==> config.mk <==
export PLATFORM = sky130hd
export DESIGN_NAME = epoch_seconds_to_civil_time_top
export DESIGN_NICKNAME = d
export VERILOG_FILES = /design/src/design/es2ct_pkg.sv /design/src/design/es2ct_div.sv /design/src/design/epoch_seconds_to_civil_time_top.sv
export VERILOG_INCLUDE_DIRS = /design/src /design/src/design
export SDC_FILE = /design/constraint.sdc
export NUM_CORES = 1
export LEC_CHECK = 0
export BUFFER_PORTS_ARGS = -buffer_cell sky130_fd_sc_hd__buf_2
export CORE_MARGIN = 5
export CORE_UTILIZATION = 60
export DETAILED_ROUTE_END_ITERATION = 16
export HOLD_SLACK_MARGIN = 0.15
export PLACE_DENSITY = 0.77
export SYNTH_ARGS = -nofsm -noshare
export SYNTH_HDL_FRONTEND = slang
export SYNTH_SLANG_ARGS = --single-unit
==> constraint.sdc <==
create_clock -name clock -period 16.6 [get_ports clock]
set_input_delay 3.32 -clock clock [delete_from_list [all_inputs] [get_ports clock]]
set_output_delay 3.32 -clock clock [all_outputs]
set_load 0.05 [all_outputs]
==> src/design/assert_macros.svh <==
// Assertion macros for the design files; the top level includes them.
`ifndef ASSERT_MACROS_SVH
`define ASSERT_MACROS_SVH

// Checks that a condition implies another one in the same cycle.
`define ASSERT_SAME(label, clk, rst, cond, prop) \
   label: assert property (@(posedge clk) disable iff (rst) (cond) |-> (prop)) \
      else $error("Same-cycle assertion failed.");

// Checks that a condition implies another one in the next cycle.
`define ASSERT_NEXT(label, clk, rst, cond, prop) \
   label: assert property (@(posedge clk) disable iff (rst) (cond) |=> (prop)) \
      else $error("Next-cycle assertion failed.");

`endif

==> src/design/es2ct_pkg.sv <==
// Package with the types, constants and month table of the civil time converter.
package es2ct_pkg;

   localparam int unsigned SecondsPerDay  = 86400;
   localparam int unsigned SecondsPerHour = 3600;
   localparam int unsigned SecondsPerMin  = 60;
   localparam int unsigned EpochYearOff   = 70;
   localparam int unsigned DivWidth       = 32;
   localparam int unsigned QuoWidth       = 16;
   localparam int unsigned RemWidth       = 17;
   localparam int unsigned MulWidth       = 26;

   // A divisor 2^s * c is applied as ((x >> s) * ceil(2^k / c)) >> k, exact over the range.
   localparam int unsigned DayPreShift   = 7;
   localparam int unsigned DayRecip      = 50903317;
   localparam int unsigned DayPostShift  = 35;
   localparam int unsigned HourPreShift  = 4;
   localparam int unsigned HourRecip     = 9321;
   localparam int unsigned HourPostShift = 21;
   localparam int unsigned MinPreShift   = 2;
   localparam int unsigned MinRecip      = 1093;
   localparam int unsigned MinPostShift  = 14;

   localparam logic [3:0] MonthFeb  = 4'd1;
   localparam logic [3:0] MonthApr  = 4'd3;
   localparam logic [3:0] MonthJun  = 4'd5;
   localparam logic [3:0] MonthSep  = 4'd8;
   localparam logic [3:0] MonthNov  = 4'd10;
   localparam logic [3:0] MonthLast = 4'd11;

   typedef enum logic [2:0] {
      ST_IDLE,
      ST_DIV_DAY,
      ST_DIV_HOUR,
      ST_DIV_MIN,
      ST_YEAR,
      ST_MONTH,
      ST_FINISH
   } state_type;

   typedef enum logic [1:0] {
      DIV_BY_DAY,
      DIV_BY_HOUR,
      DIV_BY_MIN
   } div_sel_type;

   typedef enum logic [1:0] {
      PH_IDLE,
      PH_RECIP,
      PH_BACK,
      PH_REM
   } div_phase_type;

   typedef struct packed {
      logic                start;
      div_sel_type         sel;
      logic [DivWidth-1:0] dividend;
   } div_cmd_type;

   typedef struct packed {
      logic                done;
      logic [QuoWidth-1:0] quotient;
      logic [RemWidth-1:0] remainder;
   } div_res_type;

   // Years are counted from 1900; only 2000 among the centuries in range is leap.
   function automatic logic leap_year(input logic [7:0] year_off);
      leap_year = (year_off[1:0] == 2'd0) && (year_off != 8'd0) && (year_off != 8'd200);
   endfunction

   function automatic logic [4:0] month_days(input logic leap, input logic [3:0] month);
      logic [4:0] len;
      len = 5'd31;
      case (month)
         MonthFeb: len = leap ? 5'd29 : 5'd28;
         MonthApr, MonthJun, MonthSep, MonthNov: len = 5'd30;
         default: len = 5'd31;
      endcase
      month_days = len;
   endfunction

endpackage

==> src/design/es2ct_div.sv <==
// Shared divider by a day, an hour or a minute, built on one reciprocal multiplier.
module es2ct_div
   import es2ct_pkg::*;
(
   input  logic        clock,
   input  logic        reset,
   input  div_cmd_type cmd,
   output div_res_type res
);

   div_phase_type         phase_ff, phase_in;
   div_sel_type           sel_ff, sel_in;
   logic [DivWidth-1:0]   num_ff, num_in;
   logic [2*MulWidth-1:0] prod_ff, prod_in;
   logic [QuoWidth-1:0]   quo_ff, quo_in;
   logic [RemWidth-1:0]   rem_ff, rem_in;
   logic                  done_ff, done_in;
   logic [MulWidth-1:0]   scaled;
   logic [MulWidth-1:0]   recip;
   logic [MulWidth-1:0]   divisor;
   logic [QuoWidth-1:0]   quo;
   logic [MulWidth-1:0]   mul_a;
   logic [MulWidth-1:0]   mul_b;
   logic [2*MulWidth-1:0] product;

   always_comb begin
      case (sel_ff)
         DIV_BY_HOUR: begin
            scaled  = MulWidth'(num_ff >> HourPreShift);
            recip   = MulWidth'(HourRecip);
            divisor = MulWidth'(SecondsPerHour);
            quo     = QuoWidth'(prod_ff >> HourPostShift);
         end
         DIV_BY_MIN: begin
            scaled  = MulWidth'(num_ff >> MinPreShift);
            recip   = MulWidth'(MinRecip);
            divisor = MulWidth'(SecondsPerMin);
            quo     = QuoWidth'(prod_ff >> MinPostShift);
         end
         default: begin
            scaled  = MulWidth'(num_ff >> DayPreShift);
            recip   = MulWidth'(DayRecip);
            divisor = MulWidth'(SecondsPerDay);
            quo     = QuoWidth'(prod_ff >> DayPostShift);
         end
      endcase
      mul_a = scaled;
      mul_b = recip;
      if (phase_ff == PH_BACK) begin
         mul_a = MulWidth'(quo);
         mul_b = divisor;
      end
      product  = {{MulWidth{1'b0}}, mul_a} * {{MulWidth{1'b0}}, mul_b};
      phase_in = phase_ff;
      sel_in   = sel_ff;
      num_in   = num_ff;
      prod_in  = prod_ff;
      quo_in   = quo_ff;
      rem_in   = rem_ff;
      done_in  = 1'b0;
      if (cmd.start) begin
         phase_in = PH_RECIP;
         sel_in   = cmd.sel;
         num_in   = cmd.dividend;
      end else begin
         case (phase_ff)
            PH_RECIP: begin
               prod_in  = product;
               phase_in = PH_BACK;
            end
            PH_BACK: begin
               quo_in   = quo;
               prod_in  = product;
               phase_in = PH_REM;
            end
            PH_REM: begin
               rem_in   = RemWidth'(num_ff - prod_ff[DivWidth-1:0]);
               done_in  = 1'b1;
               phase_in = PH_IDLE;
            end
            default: begin
               phase_in = PH_IDLE;
            end
         endcase
      end
   end

   always_ff @(posedge clock) begin
      if (reset) begin
         phase_ff <= PH_IDLE;
         done_ff  <= 1'b0;
      end else begin
         phase_ff <= phase_in;
         done_ff  <= done_in;
      end
      sel_ff  <= sel_in;
      num_ff  <= num_in;
      prod_ff <= prod_in;
      quo_ff  <= quo_in;
      rem_ff  <= rem_in;
   end

   assign res.done      = done_ff;
   assign res.quotient  = quo_ff;
   assign res.remainder = rem_ff;

endmodule

==> src/design/epoch_seconds_to_civil_time_top.sv <==
// Top level of the converter from epoch seconds to broken-down UTC calendar time.
// The req channel takes one word with a 32-bit count of seconds since 1970-01-01.
// The rsp channel returns one word per request with second, minute, hour, day of
// month, month, years since 1900 and day of year.
// One shared reciprocal multiplier splits the seconds into days, hours, minutes
// and seconds. The year is then found by removing one year length per cycle,
// and the month by removing one month length per cycle. Only one request is in
// work at a time; req_ready is high while the block is idle, which includes the
// time a finished word waits in the output register. A new request can be
// accepted as soon as rsp_valid rises. When the receiver stalls, a finished
// conversion waits until the output register is free. Reset clears the
// sequencer and drops rsp_valid.
module epoch_seconds_to_civil_time_top
   import es2ct_pkg::*;
(
   input  logic        clock,
   input  logic        reset,
   input  logic        req_valid,
   output logic        req_ready,
   input  logic [31:0] req_epoch_seconds,
   output logic        rsp_valid,
   input  logic        rsp_ready,
   output logic [5:0]  rsp_second_of_minute,
   output logic [5:0]  rsp_minute_of_hour,
   output logic [4:0]  rsp_hour_of_day,
   output logic [4:0]  rsp_day_of_month,
   output logic [3:0]  rsp_month_index,
   output logic [7:0]  rsp_years_since_1900,
   output logic [8:0]  rsp_day_of_year
);

`include "assert_macros.svh"

   state_type   state_ff, state_in;
   logic [15:0] days_ff, days_in;
   logic [5:0]  sec_ff, sec_in;
   logic [5:0]  min_ff, min_in;
   logic [4:0]  hour_ff, hour_in;
   logic [7:0]  year_ff, year_in;
   logic [8:0]  yday_ff, yday_in;
   logic [3:0]  month_ff, month_in;
   logic        leap_ff, leap_in;
   logic        rsp_valid_ff, rsp_valid_in;
   logic [5:0]  o_sec_ff, o_sec_in;
   logic [5:0]  o_min_ff, o_min_in;
   logic [4:0]  o_hour_ff, o_hour_in;
   logic [4:0]  o_mday_ff, o_mday_in;
   logic [3:0]  o_month_ff, o_month_in;
   logic [7:0]  o_year_ff, o_year_in;
   logic [8:0]  o_yday_ff, o_yday_in;
   div_cmd_type div_cmd;
   div_res_type div_res;
   logic        cur_leap;
   logic [8:0]  year_len;
   logic [4:0]  mon_len;
   logic        in_div_state;
   logic        walk_bounded;
   logic        time_legal;

   es2ct_div u_div (
      .clock (clock),
      .reset (reset),
      .cmd   (div_cmd),
      .res   (div_res)
   );

   always_comb begin
      cur_leap     = leap_year(year_ff);
      year_len     = 9'd365 + {8'd0, cur_leap};
      mon_len      = month_days(leap_ff, month_ff);
      state_in     = state_ff;
      days_in      = days_ff;
      sec_in       = sec_ff;
      min_in       = min_ff;
      hour_in      = hour_ff;
      year_in      = year_ff;
      yday_in      = yday_ff;
      month_in     = month_ff;
      leap_in      = leap_ff;
      rsp_valid_in = rsp_valid_ff && !rsp_ready;
      o_sec_in     = o_sec_ff;
      o_min_in     = o_min_ff;
      o_hour_in    = o_hour_ff;
      o_mday_in    = o_mday_ff;
      o_month_in   = o_month_ff;
      o_year_in    = o_year_ff;
      o_yday_in    = o_yday_ff;
      div_cmd          = '0;
      req_ready        = (state_ff == ST_IDLE);
      case (state_ff)
         ST_IDLE: begin
            if (req_valid) begin
               div_cmd.start    = 1'b1;
               div_cmd.sel      = DIV_BY_DAY;
               div_cmd.dividend = req_epoch_seconds;
               state_in         = ST_DIV_DAY;
            end
         end
         ST_DIV_DAY: begin
            if (div_res.done) begin
               days_in          = div_res.quotient;
               div_cmd.start    = 1'b1;
               div_cmd.sel      = DIV_BY_HOUR;
               div_cmd.dividend = DivWidth'(div_res.remainder);
               state_in         = ST_DIV_HOUR;
            end
         end
         ST_DIV_HOUR: begin
            if (div_res.done) begin
               hour_in          = div_res.quotient[4:0];
               div_cmd.start    = 1'b1;
               div_cmd.sel      = DIV_BY_MIN;
               div_cmd.dividend = DivWidth'(div_res.remainder);
               state_in         = ST_DIV_MIN;
            end
         end
         ST_DIV_MIN: begin
            if (div_res.done) begin
               min_in   = div_res.quotient[5:0];
               sec_in   = div_res.remainder[5:0];
               year_in  = 8'(EpochYearOff);
               state_in = ST_YEAR;
            end
         end
         ST_YEAR: begin
            if (days_ff < {7'd0, year_len}) begin
               yday_in  = days_ff[8:0];
               leap_in  = cur_leap;
               month_in = '0;
               state_in = ST_MONTH;
            end else begin
               days_in = days_ff - {7'd0, year_len};
               year_in = year_ff + 8'd1;
            end
         end
         ST_MONTH: begin
            if ((month_ff < MonthLast) && (days_ff >= {11'd0, mon_len})) begin
               days_in  = days_ff - {11'd0, mon_len};
               month_in = month_ff + 4'd1;
            end else begin
               state_in = ST_FINISH;
            end
         end
         ST_FINISH: begin
            if (!rsp_valid_ff || rsp_ready) begin
               rsp_valid_in = 1'b1;
               o_sec_in     = sec_ff;
               o_min_in     = min_ff;
               o_hour_in    = hour_ff;
               o_mday_in    = days_ff[4:0] + 5'd1;
               o_month_in   = month_ff;
               o_year_in    = year_ff;
               o_yday_in    = yday_ff;
               state_in     = ST_IDLE;
            end
         end
         default: begin
            state_in = ST_IDLE;
         end
      endcase
   end

   always_ff @(posedge clock) begin
      if (reset) begin
         state_ff     <= ST_IDLE;
         rsp_valid_ff <= 1'b0;
      end else begin
         state_ff     <= state_in;
         rsp_valid_ff <= rsp_valid_in;
      end
      days_ff    <= days_in;
      sec_ff     <= sec_in;
      min_ff     <= min_in;
      hour_ff    <= hour_in;
      year_ff    <= year_in;
      yday_ff    <= yday_in;
      month_ff   <= month_in;
      leap_ff    <= leap_in;
      o_sec_ff   <= o_sec_in;
      o_min_ff   <= o_min_in;
      o_hour_ff  <= o_hour_in;
      o_mday_ff  <= o_mday_in;
      o_month_ff <= o_month_in;
      o_year_ff  <= o_year_in;
      o_yday_ff  <= o_yday_in;
   end

   assign rsp_valid            = rsp_valid_ff;
   assign rsp_second_of_minute = o_sec_ff;
   assign rsp_minute_of_hour   = o_min_ff;
   assign rsp_hour_of_day      = o_hour_ff;
   assign rsp_day_of_month     = o_mday_ff;
   assign rsp_month_index      = o_month_ff;
   assign rsp_years_since_1900 = o_year_ff;
   assign rsp_day_of_year      = o_yday_ff;

   assign in_div_state = (state_ff == ST_DIV_DAY) || (state_ff == ST_DIV_HOUR)
                         || (state_ff == ST_DIV_MIN);
   assign walk_bounded = (days_ff < 16'd366) && (month_ff <= MonthLast);
   assign time_legal   = (rsp_hour_of_day < 5'd24) && (rsp_minute_of_hour < 6'd60)
                         && (rsp_second_of_minute < 6'd60);

   `ASSERT_NEXT(a_accept_starts_div, clock, reset, req_valid && req_ready, state_ff == ST_DIV_DAY)
   `ASSERT_SAME(a_done_in_div_state, clock, reset, div_res.done, in_div_state)
   `ASSERT_SAME(a_month_walk_bounded, clock, reset, state_ff == ST_MONTH, walk_bounded)
   `ASSERT_SAME(a_time_fields_legal, clock, reset, rsp_valid, time_legal)

endmodule

Word level (Yosys, flattened, before mapping)
Cells that the tools add are included.
Widths: inputs -> output; s select.
{"block": "word_totals", "latch_bits": 0, "register_bits": 223, "input_bits": 36, "mem_bits_rw": 0, "rom_bits": 0, "mem_count": 0}
{"block": "classes", "n_addsub": 7, "bitwise": 1, "shifts": 0, "mux": 35, "n_eq_ne": 26, "reduce_logical": 27, "order_cmp": 3, "div_mod_pow": 0, "mul": 1}
{"cell": "$mux 35", "count": 3}
{"cell": "$pmux 35 s3", "count": 1}
{"cell": "$pmux 26 s2", "count": 2}
{"cell": "$mux 26", "count": 2}
{"cell": "$mul 26x26->51", "count": 1}
{"cell": "$mux 16", "count": 3}
{"cell": "$pmux 16 s3", "count": 1}
{"cell": "$pmux 17 s2", "count": 1}
{"cell": "$pmux 16 s2", "count": 1}
{"cell": "$mux 3", "count": 7}
{"cell": "$pmux 3 s7", "count": 1}
{"cell": "$sub 17x17->17", "count": 1}
{"cell": "$ge 16x5->1", "count": 1}
{"cell": "$lt 16x9->1", "count": 1}
{"cell": "$mux 8", "count": 2}
{"cell": "$pmux 8 s2", "count": 1}
{"cell": "$sub 16x5->16", "count": 1}
{"cell": "$sub 16x9->16", "count": 1}
{"cell": "$reduce_and 2->1", "count": 7}
{"cell": "$ne 2x2->1 const B", "count": 6}
{"cell": "$add 9x1->9 const A", "count": 1}
{"cell": "$eq 3x3->1 const B", "count": 3}
{"cell": "$add 8x1->8 const B", "count": 1}
{"cell": "$eq 4x4->1 const B", "count": 2}
{"cell": "30 further kinds", "count": 49}

Logic depth before layout (Yosys ltp)
Gate-level depths: netlist of the first run.
{"block": "depth", "word_depth": 7, "depth_mapped": 35, "depth_no_buf": 32}

Hierarchy
Synthesis of the first run repeated with hierarchy kept, for this count alone.
{"block": "unflattened", "hier_cells": 2728, "hier_area_um2": 27363.7}
{"module": "es2ct_div", "cells_each": 2362, "area_each_um2": 22659.2, "seq_area_each_um2": 3603.5, "n_inst": 1}
{"module": "epoch_seconds_to_civil_time_top", "cells_each": 366, "area_each_um2": 4704.5, "seq_area_each_um2": 3022.9, "n_inst": 1}

Worst setup path after synthesis of the first run
OpenSTA, ideal clock, no wires.
{"block": "synth_timing", "kind": "register to register", "startpoint": "register u_div.sel_ff[0]", "endpoint": "register u_div.prod_ff[49], data pin", "synth_period_minus_slack_ns": 8.078, "arrival_time_ns": 7.820, "setup_slack_ns": 8.522, "stages_incl_launch_ff": 33, "path_buffers": 3, "cell_sequence": "edfxtp_1 > inv_1 > ha_1 > clkbuf_1 > inv_2 > clkbuf_1 > nor2_1 > nand2_1 > nand2_1 > nand2_1 > inv_1 > fa_1 > fa_1 > inv_1 > fa_1 > fa_1 > fa_1 > inv_1 > fa_1 > inv_1 > fa_1 > inv_1 > ha_1 > buf_6 > nand2_2 > nor3_1 > nor2_1 > or3_1 > o31a_1 > o31a_1 > o21ai_2 > a31oi_1 > xnor2_1"}
{"block": "synth_between", "elab_chain_len": 4}
{"element": "start, declared", "line_no": "es2ct_div.sv:12", "source": "div_sel_type sel_ff, sel_in;"}
{"element": "start signal, assigned", "line_no": "es2ct_div.sv:96", "source": "sel_ff <= sel_in;"}
{"element": "$eq 2x2->1 or $eq 2x1->1 (tied branches)", "line_no": "es2ct_div.sv:27", "source": "case (sel_ff)"}
{"element": "$pmux 26 s2 (tied with other cells)", "line_no": "es2ct_div.sv:27"}
{"element": "$mux 26", "line_no": "es2ct_div.sv:49", "source": "if (phase_ff == PH_BACK) begin"}
{"element": "$mul 26x26->51 (*)", "line_no": "es2ct_div.sv:53", "source": "product = {{MulWidth{1'b0}}, mul_a} * {{MulWidth{1'b0}}, mul_b};"}
{"element": "via u_div.product[49]", "line_no": "es2ct_div.sv:24", "source": "logic [2*MulWidth-1:0] product;"}
{"element": "end signal, assigned", "line_no": "es2ct_div.sv:98", "source": "prod_ff <= prod_in;"}
{"element": "end, declared", "line_no": "es2ct_div.sv:14", "source": "logic [2*MulWidth-1:0] prod_ff, prod_in;"}
The timed path passes the listed nets; every way through them passes the cells marked *.
A chain may end at the register's enable or synchronous reset.

Final worst setup path of the first run
Same ends and word-level chain as after synthesis.

==> metrics.md, run 1 <==
| Metric | Value |
|---|---|
| Post-Synth XOR/XNOR Area | `0.02769` |
| Number of cells produced by synthesis | `2801` |
| Cells on Worst Hold Path | `0` |
| Mapped Area | `27520 µm²` |
| Detailed Route WL | `76.52 mm` |
| RSZ-0062 raised after global routing | `false` |
| Commonest non-fill, non-tap cell in the layout | `inv_1` |
| Startpoint Class | `register` |
| Post-synthesis adder-cell area fraction | `0.4256` |
| Pre-antenna DRT Iters | `6` |
| Die ar. | `50250 µm²` |
| Post-route ant nets | `0` |
| Die height | `224.2 µm` |
| Setup TNS Final | `0 ns` |
| Cells on worst reg2reg path | `30` |
| CTS sink count | `223` |
| Slew @ Worst Pin | `1.200 ns` |
| Most frequent CP cell | `fa_1` |
| Avg Inst Size Synth | `a little under 10 µm²` |
| CTS Hold Bufs | `0` |
| Worst setup margin | `6.884 ns` |
| DR vias | `19926` |
| Synth Register Bits | `~220` |
| Util after Layout | `0.6459` |
| Post-synthesis mux area share | `0.002273` |
| CTS clock-pin slew for the worst setup and hold paths | `around 0.060 ns` |
| Initial Util | `0.6064` |
| Complex-gate fraction of the synthesized area | `0.08298` |
| Die Width | `224.2 µm` |
| Initial DRC Count | `1834` |
| Worst-Skew Late Latency | `0.53 ns` |
| Peak Freq | `102.9 MHz` |
| Worst min path class | `register to register` |
| Total track usage | `0.3099` |
| Synth top area cells | `fa_1, edfxtp_1, ha_1, inv_1, nand2_1` |
| Placement Setup Slack | `~7.1 ns` |
| Hold Crit Start | `sec_ff[3]` |
| Residual DRC count | `0` |
| Drt via density | `~5.7` |
| Kind of critical path | `register to register` |
| R2r setup slk | `roughly 7 ns` |
| Yosys warning count | `0` |
| Post-CTS sizing | `0` |
| Top-area cell type share of the netlist area | `0.2874` |
| Clock tree buffer depth | `3` |
| Tcrit/Tclk final | `0.5853` |
| GP Congestion | `1.011` |
| H-tree Lvls | `1` |
| Reg2reg start | `u_div.sel_ff[0]` |
| Outcome | `completed` |
| Main synth FF type | `edfxtp_1` |
| IO buf count | `80` |
| Max-slew headroom | `0.1918` |
| Initial antenna violation count | `0` |
| Simple-gate share of the synthesized area | `0.1061` |
| CTS Root Cell | `clkbuf_16` |
| I/O pin total | `81` |
| Setup Buffers After CTS | `0` |
| CP Max Fanout | `74` |
| Largest net degree at the start of global routing | `75` |
| Core Footprint | `~45000 µm²` |
| # diodes | `0` |
| Max Slew Vio Count | `0` |
| CTS tree | `done` |
| Non-filler instance count after layout | `3471` |
| Final hold violations | `0` |
| First-pass GRT wire length | `approximately 120 mm` |
| Vias in the first global route | `20673` |
| Max-Cap Viols | `0` |
| Final HPWL DP | `64.44 mm` |
| Commonest non-fill, non-tap cells in the layout | `inv_1, fa_1, ha_1` |
| CTS Buf Count | `24` |
| Worst EP arrival | `9.99 ns` |
| Placed cells | `3427` |
| Critical Path End Type | `register` |
| # setup viols final | `0` |
| Unique masters post-synth | `68` |
| Number of synthesized flops with an enable pin | `216` |
| Standard-cell row count | `78` |
| Gr ovfl total | `0` |
| Reg2Reg Capture Point | `u_div.prod_ff[49]` |
| Hold endpoint | `rsp_second_of_minute[3]` |
| Post-synthesis sequential area ratio | `0.2408` |
| CP max-delay cell | `buf_4` |
| Largest family of logic cells by synthesized area | `adder cells` |
| CP peak stage delay | `0.62 ns` |
| Crit path time final | `between 9 and 10 ns` |
| Cell type with the largest total area after synthesis | `fa_1` |
| Wirelength per Cell | `22.05 µm` |
| Ratio of cells with drive above 1 in the final layout | `0.05886` |
| FFs w/ async S/R, synth | `0` |
| CP required | `16.87 ns` |
| Layout Area Growth over Synthesis | `6.511%` |
| Clock skew | `between 0.015 and 0.02 ns` |
| Nets | `3588` |
[layout make-up]
class	count	area, µm²
fill	3645	16070
multi-input combinational	1779	17820
clock inverter	11	146.4
timing repair buffer	103	573.1
sequential	223	6626
clock buffer	33	685.7
tap	600	750.7
inverter	722	2710
[kinds of logic after synthesis]
kind of cell	Yosys count
flops	223
simple gates	622
mux	6
compound gates	353
other cells	2
xor+xnor	87
fa+ha+maj	699
buf+inv	809
[registers in the layout (all words and copies together), names as in the netlist, 8 cells and up]
signal and flops:
u_div.rem_ff 17, year_ff 8, u_div.num_ff 32, u_div.prod_ff 51
yday_ff 9, days_ff 16, rsp_years_since_1900 8, rsp_day_of_year 9
u_div.quo_ff 16
[per-stage QoR]
| stage | hold WS, ns | area (µm²) |
|---|---|---|
| floorplan | 0.4003 | 27560 |
| global placement | 0.4015 | 28480 |
| detailed placement | 0.4045 | 28480 |
| CTS | 0.4198 | 29310 |
| global route | 0.4288 | 29310 |
| finish | 0.4193 | 29310 |
[routing by layer]
| layer | track usage | wire length, µm | up-vias |
|---|---|---|---|
| met4 | 0.09190 | 2877 | 0 |
| met1 | 0.4384 | 31040 | 9861 |
| met3 | 0.06277 | 7244 | 161 |
| li1 | - | - | 8920 |
| met2 | 0.4908 | 35360 | 984 |
| met5 | 0 | 0 | - |
[Yosys cell counts (all sizes together), types with 16 or more instances]
cell and number:
nand2b 20, inv 722, xor2 25, and2 81, o21ai 85, and3 30, xnor2 62, a221o 16
a21o 47, nor2b 24, edfxtp 216, nand2 225, nor3 28, ha 304, buf 17, nand3 25
nor2 148, clkbuf 70, fa 395, a22oi 33, a21oi 91
[critical path: cells and delay by family, from the launching register on]
family / cells / cell delay [ns]
compound gates: 4 / 1.04
xor+xnor: 1 / 0.16
fa+ha+maj: 9 / 4.27
buf+inv: 8 / 1.43
flops: 1 / 0.41
simple gates: 8 / 2.11
[worst max-delay path by stage]
stage	startpoint	end	slack, ns
2_1_floorplan	u_div.sel_ff[0]	u_div.prod_ff[49]	8.52
3_3_place_gp	u_div.sel_ff[0]	u_div.prod_ff[47]	7.29
3_5_place_dp	u_div.sel_ff[0]	u_div.prod_ff[49]	7.06
4_1_cts	u_div.sel_ff[0]	u_div.prod_ff[49]	7.05
5_1_grt	u_div.sel_ff[0]	u_div.prod_ff[42]	6.37
6_report	u_div.sel_ff[0]	u_div.prod_ff[49]	6.88
Power of run 1 is left out: the tool's default activity adds up to more than one toggle a clock period on the data nets, which glitch-free logic cannot reach.
==> run 2, diff against run 1 <==
Settings changed: ABC_AREA from default to 1.
Clock period 16.6 ns to 9.2 ns, I/O delays scaled along.
==> run 2 against run 1 <==
Net effect: count of clock-buffer cells in the layout decreased by 5; routed wire length increased by 12%; core utilization decreased by 0.19 points; first-iteration DRC count increased by 44%; flip-flop and latch count unchanged; sequential share of layout area decreased by 1.5 points; non-clock buffer count increased by 6; design area increased by 7.1%; hold slack got worse by 0.0064 ns; critical path depth unchanged; global-route usage increased by 1.5 points; final cell count increased by 24%; critical path type unchanged; largest cell class unchanged; highest routed layer unchanged.
==> metrics.md, run 2 <==
| Metric | Value |
|---|---|
| CP Max Fanout | `30 (-59%)` |
| Max-Cap Viols | `0 (unchanged)` |
| Placed cells | `4264 (+24%)` |
| Count leader, synth | `inv_1` |
| Clock skew | `0.02520 ns (+0.008967 ns)` |
| Vias in the first global route | `23220 (+12%)` |
| Hold endpoint | `rsp_minute_of_hour[0]` |
| Ratio of cells with drive above 1 in the final layout | `0.05571 (-0.003156)` |
| Worst setup margin | `0.8865 ns (-5.997 ns)` |
| Wirelength per Cell | `19.96 µm (-9.5%)` |
| GP Congestion | `1.026 (+1.5%)` |
| Cells on worst reg2reg path | `30 (unchanged)` |
| Top-area cell type share of the netlist area | `0.2691 (-0.01830)` |
| Total track usage | `0.3249 (+0.01502)` |
| CP required | `9.52 ns (-7.35 ns)` |
| Critical Path End Type | `register` |
| Peak Freq | `120.3 MHz (+17%)` |
| Initial DRC Count | `2637 (+44%)` |
| Startpoint Class | `register` |
| Initial Util | `0.6029 (-0.003486)` |
| CP peak stage delay | `0.59 ns (-0.03 ns)` |
| Gr ovfl total | `0 (unchanged)` |
| CTS Root Cell | `clkbuf_16` |
| Core Footprint | `48750 µm² (+7.4%)` |
| I/O pin total | `81 (unchanged)` |
| Commonest non-fill, non-tap cells in the layout | `inv_1, nand2_1, fa_1` |
| FFs w/ async S/R, synth | `0 (unchanged)` |
| Hold Crit Start | `min_ff[0]` |
| Top cells by count, synth | `inv_1, nand2_1, fa_1` |
| Die height | `231.3 µm (+3.2%)` |
| Kind of critical path | `register to register` |
| CTS Hold Bufs | `0 (unchanged)` |
| Drt via density | `5.412 (-5.7%)` |
| Post-route ant nets | `0 (unchanged)` |
| Die ar. | `53510 µm² (+6.5%)` |
| Worst min path class | `register to register` |
| Clock tree buffer depth | `3 (unchanged)` |
| First-pass GRT wire length | `132.9 mm (+11%)` |
| Unique masters post-synth | `53 (-22%)` |
| Worst-Skew Late Latency | `0.56 ns (+0.03 ns)` |
| Number of cells produced by synthesis | `3538 (+26%)` |
| Reg2reg start | `u_div.sel_ff[0]` |
| Setup Buffers After CTS | `0 (unchanged)` |
| RSZ-0062 raised after global routing | `false` |
| Outcome | `completed` |
| Post-CTS sizing | `0 (unchanged)` |
| # setup viols final | `0 (unchanged)` |
| # diodes | `0 (unchanged)` |
| CP max-delay cell | `nor2_1` |
| Detailed Route WL | `85.97 mm (+12%)` |
| Post-synthesis sequential area ratio | `0.2255 (-0.01534)` |
| Crit path time final | `8.314 ns (-1.403 ns)` |
| Number of synthesized flops with an enable pin | `216 (unchanged)` |
| Final HPWL DP | `73.26 mm (+14%)` |
| Largest net degree at the start of global routing | `52 (-31%)` |
| Non-filler instance count after layout | `4308 (+24%)` |
| Placement Setup Slack | `1.039 ns (-6.019 ns)` |
| Register area | `6626 µm² (unchanged)` |
| Commonest non-fill, non-tap cell in the layout | `inv_1` |
| Max-slew headroom | `0.2433 (+0.05151)` |
| Synth top area cells | `fa_1, edfxtp_1, inv_1, ha_1, nand2_1` |
| Worst EP arrival | `8.63 ns (-1.36 ns)` |
| Nets | `4361 (+22%)` |
| Area of the multi-input gates | `18550 µm² (+4.1%)` |
| Yosys warning count | `0 (unchanged)` |
| Max Slew Vio Count | `0 (unchanged)` |
| Die Width | `231.3 µm (+3.2%)` |
| Pre-antenna DRT Iters | `6 (unchanged)` |
| IO buf count | `80 (unchanged)` |
| Most flop-heavy register | `u_div.prod_ff` |
| Cell type with the largest total area after synthesis | `fa_1` |
| Fillers | `4234 (+16%)` |
| Slew @ Worst Pin | `1.132 ns (-0.06728 ns)` |
| Mapped Area | `29390 µm² (+6.8%)` |
| Initial antenna violation count | `1 (+1)` |
| Cells on Worst Hold Path | `0 (unchanged)` |
| Reg2Reg Capture Point | `u_div.prod_ff[32]` |
| CTS sink count | `223 (unchanged)` |
| R2r setup slk | `0.89 ns (-6.00 ns)` |
| Most frequent CP cell | `inv_1` |
| Layout Area Growth over Synthesis | `6.807%` |
| Setup TNS Final | `0 ns (unchanged)` |
| Main synth FF type | `edfxtp_1` |
| Avg Inst Size Synth | `8.307 µm² (-15%)` |
| Regs by FF count | `u_div.prod_ff (51), u_div.num_ff (32), u_div.rem_ff (17)` |
| CTS clock-pin slew for the worst setup and hold paths | `0.07 ns (about the same)` |
| Synth Register Bits | `223 (unchanged)` |
| Tcrit/Tclk final | `0.9036 (+0.3183)` |
| DR vias | `23316 (+17%)` |
| Standard-cell row count | `81 (+3.8%)` |
| Residual DRC count | `0 (unchanged)` |
| H-tree Lvls | `1 (unchanged)` |
| Largest register FFs | `51 (unchanged)` |
| CTS tree | `done` |
| Final hold violations | `0 (unchanged)` |
| CTS Buf Count | `24 (unchanged)` |
[run 2: cell count changes after synthesis, moves of 44 or more]
| cell | previous run | this run |
|---|---|---|
| xnor2_1 | 62 | 15 |
| nor2_1 | 148 | 326 |
| and2_1 | 81 | 2 |
| nand2_1 | 223 | 681 |
| a21o_1 | 47 | 3 |
| clkbuf_1 | 68 | 23 |
| inv_1 | 718 | 1035 |
| nand3_1 | 25 | 121 |
[run 2: cell families (layout without fill, tap and decap cells)]
logic type | Yosys count | count (layout) | share of synthesized area
XOR/XNOR | 55 | 55 | 0.01639
adder cells (fa/ha/maj) | 699 | 699 | 0.3985
buffers and inverters | 1107 | 1203 | 0.1453
AND/OR/NAND/NOR | 1224 | 1224 | 0.1705
AO/OA/AOI/OAI | 228 | 228 | 0.04372
flip-flops | 223 | 223 | 0.2255
other | 2 | 12 | 0.0002555
[run 2: worst max path at each step]
| stage | from | end | slack [ns] | cells after the start |
|---|---|---|---|---|
| 2_1_floorplan | u_div.sel_ff[0] | u_div.prod_ff[49] | 1.97 | 32 |
| 3_3_place_gp | u_div.sel_ff[0] | u_div.prod_ff[50] | 1.06 | 28 |
| 3_5_place_dp | u_div.sel_ff[0] | u_div.prod_ff[37] | 1.04 | 29 |
| 4_1_cts | u_div.sel_ff[0] | u_div.prod_ff[37] | 1.0 | 29 |
| 5_1_grt | u_div.sel_ff[0] | u_div.prod_ff[32] | 0.60 | 30 |
| 6_report | u_div.sel_ff[0] | u_div.prod_ff[32] | 0.89 | 30 |
[run 2: area by class of cell]
| class | instances | share of cell area |
|---|---|---|
| clock buffer | 28 | 0.01993 |
| clock inverter | 16 | 0.006098 |
| inverter | 1050 | 0.1258 |
| multi-input combinational | 2218 | 0.5909 |
| sequential | 223 | 0.2111 |
| tap | 664 | 0.02647 |
| timing repair buffer | 109 | 0.01969 |
[run 2: routing by layer]
| metal | track usage | wire length, µm | vias up |
|---|---|---|---|
| li1 | - | - | 10764 |
| met1 | 0.4512 | 34120 | 11087 |
| met2 | 0.5179 | 39130 | 1244 |
| met3 | 0.05366 | 8436 | 221 |
| met4 | 0.1256 | 4287 | 0 |
| met5 | 0 | 0 | - |
[run 2: through the flow]
stage          cell area, µm²  hold slack, ns  utilization
3_3_place_gp            30570          0.4016       0.6272
5_1_grt                 31390          0.4304       0.6440
3_5_place_dp            30570          0.4045       0.6272
4_1_cts                 31390          0.4159       0.6440
6_report                31390          0.4129       0.6440
2_1_floorplan           29430          0.4003            -
[run 2: worst max-delay path: cells and delay by family, from the launching register on]
kind | cells | cell delay, ns
flops | 1 | 0.41
compound gates | 2 | 0.46
buf+inv | 11 | 1.10
simple gates | 7 | 1.78
fa+ha+maj | 9 | 4.02
xor+xnor | 1 | 0.32
Power of run 2 is left out for the same reason.
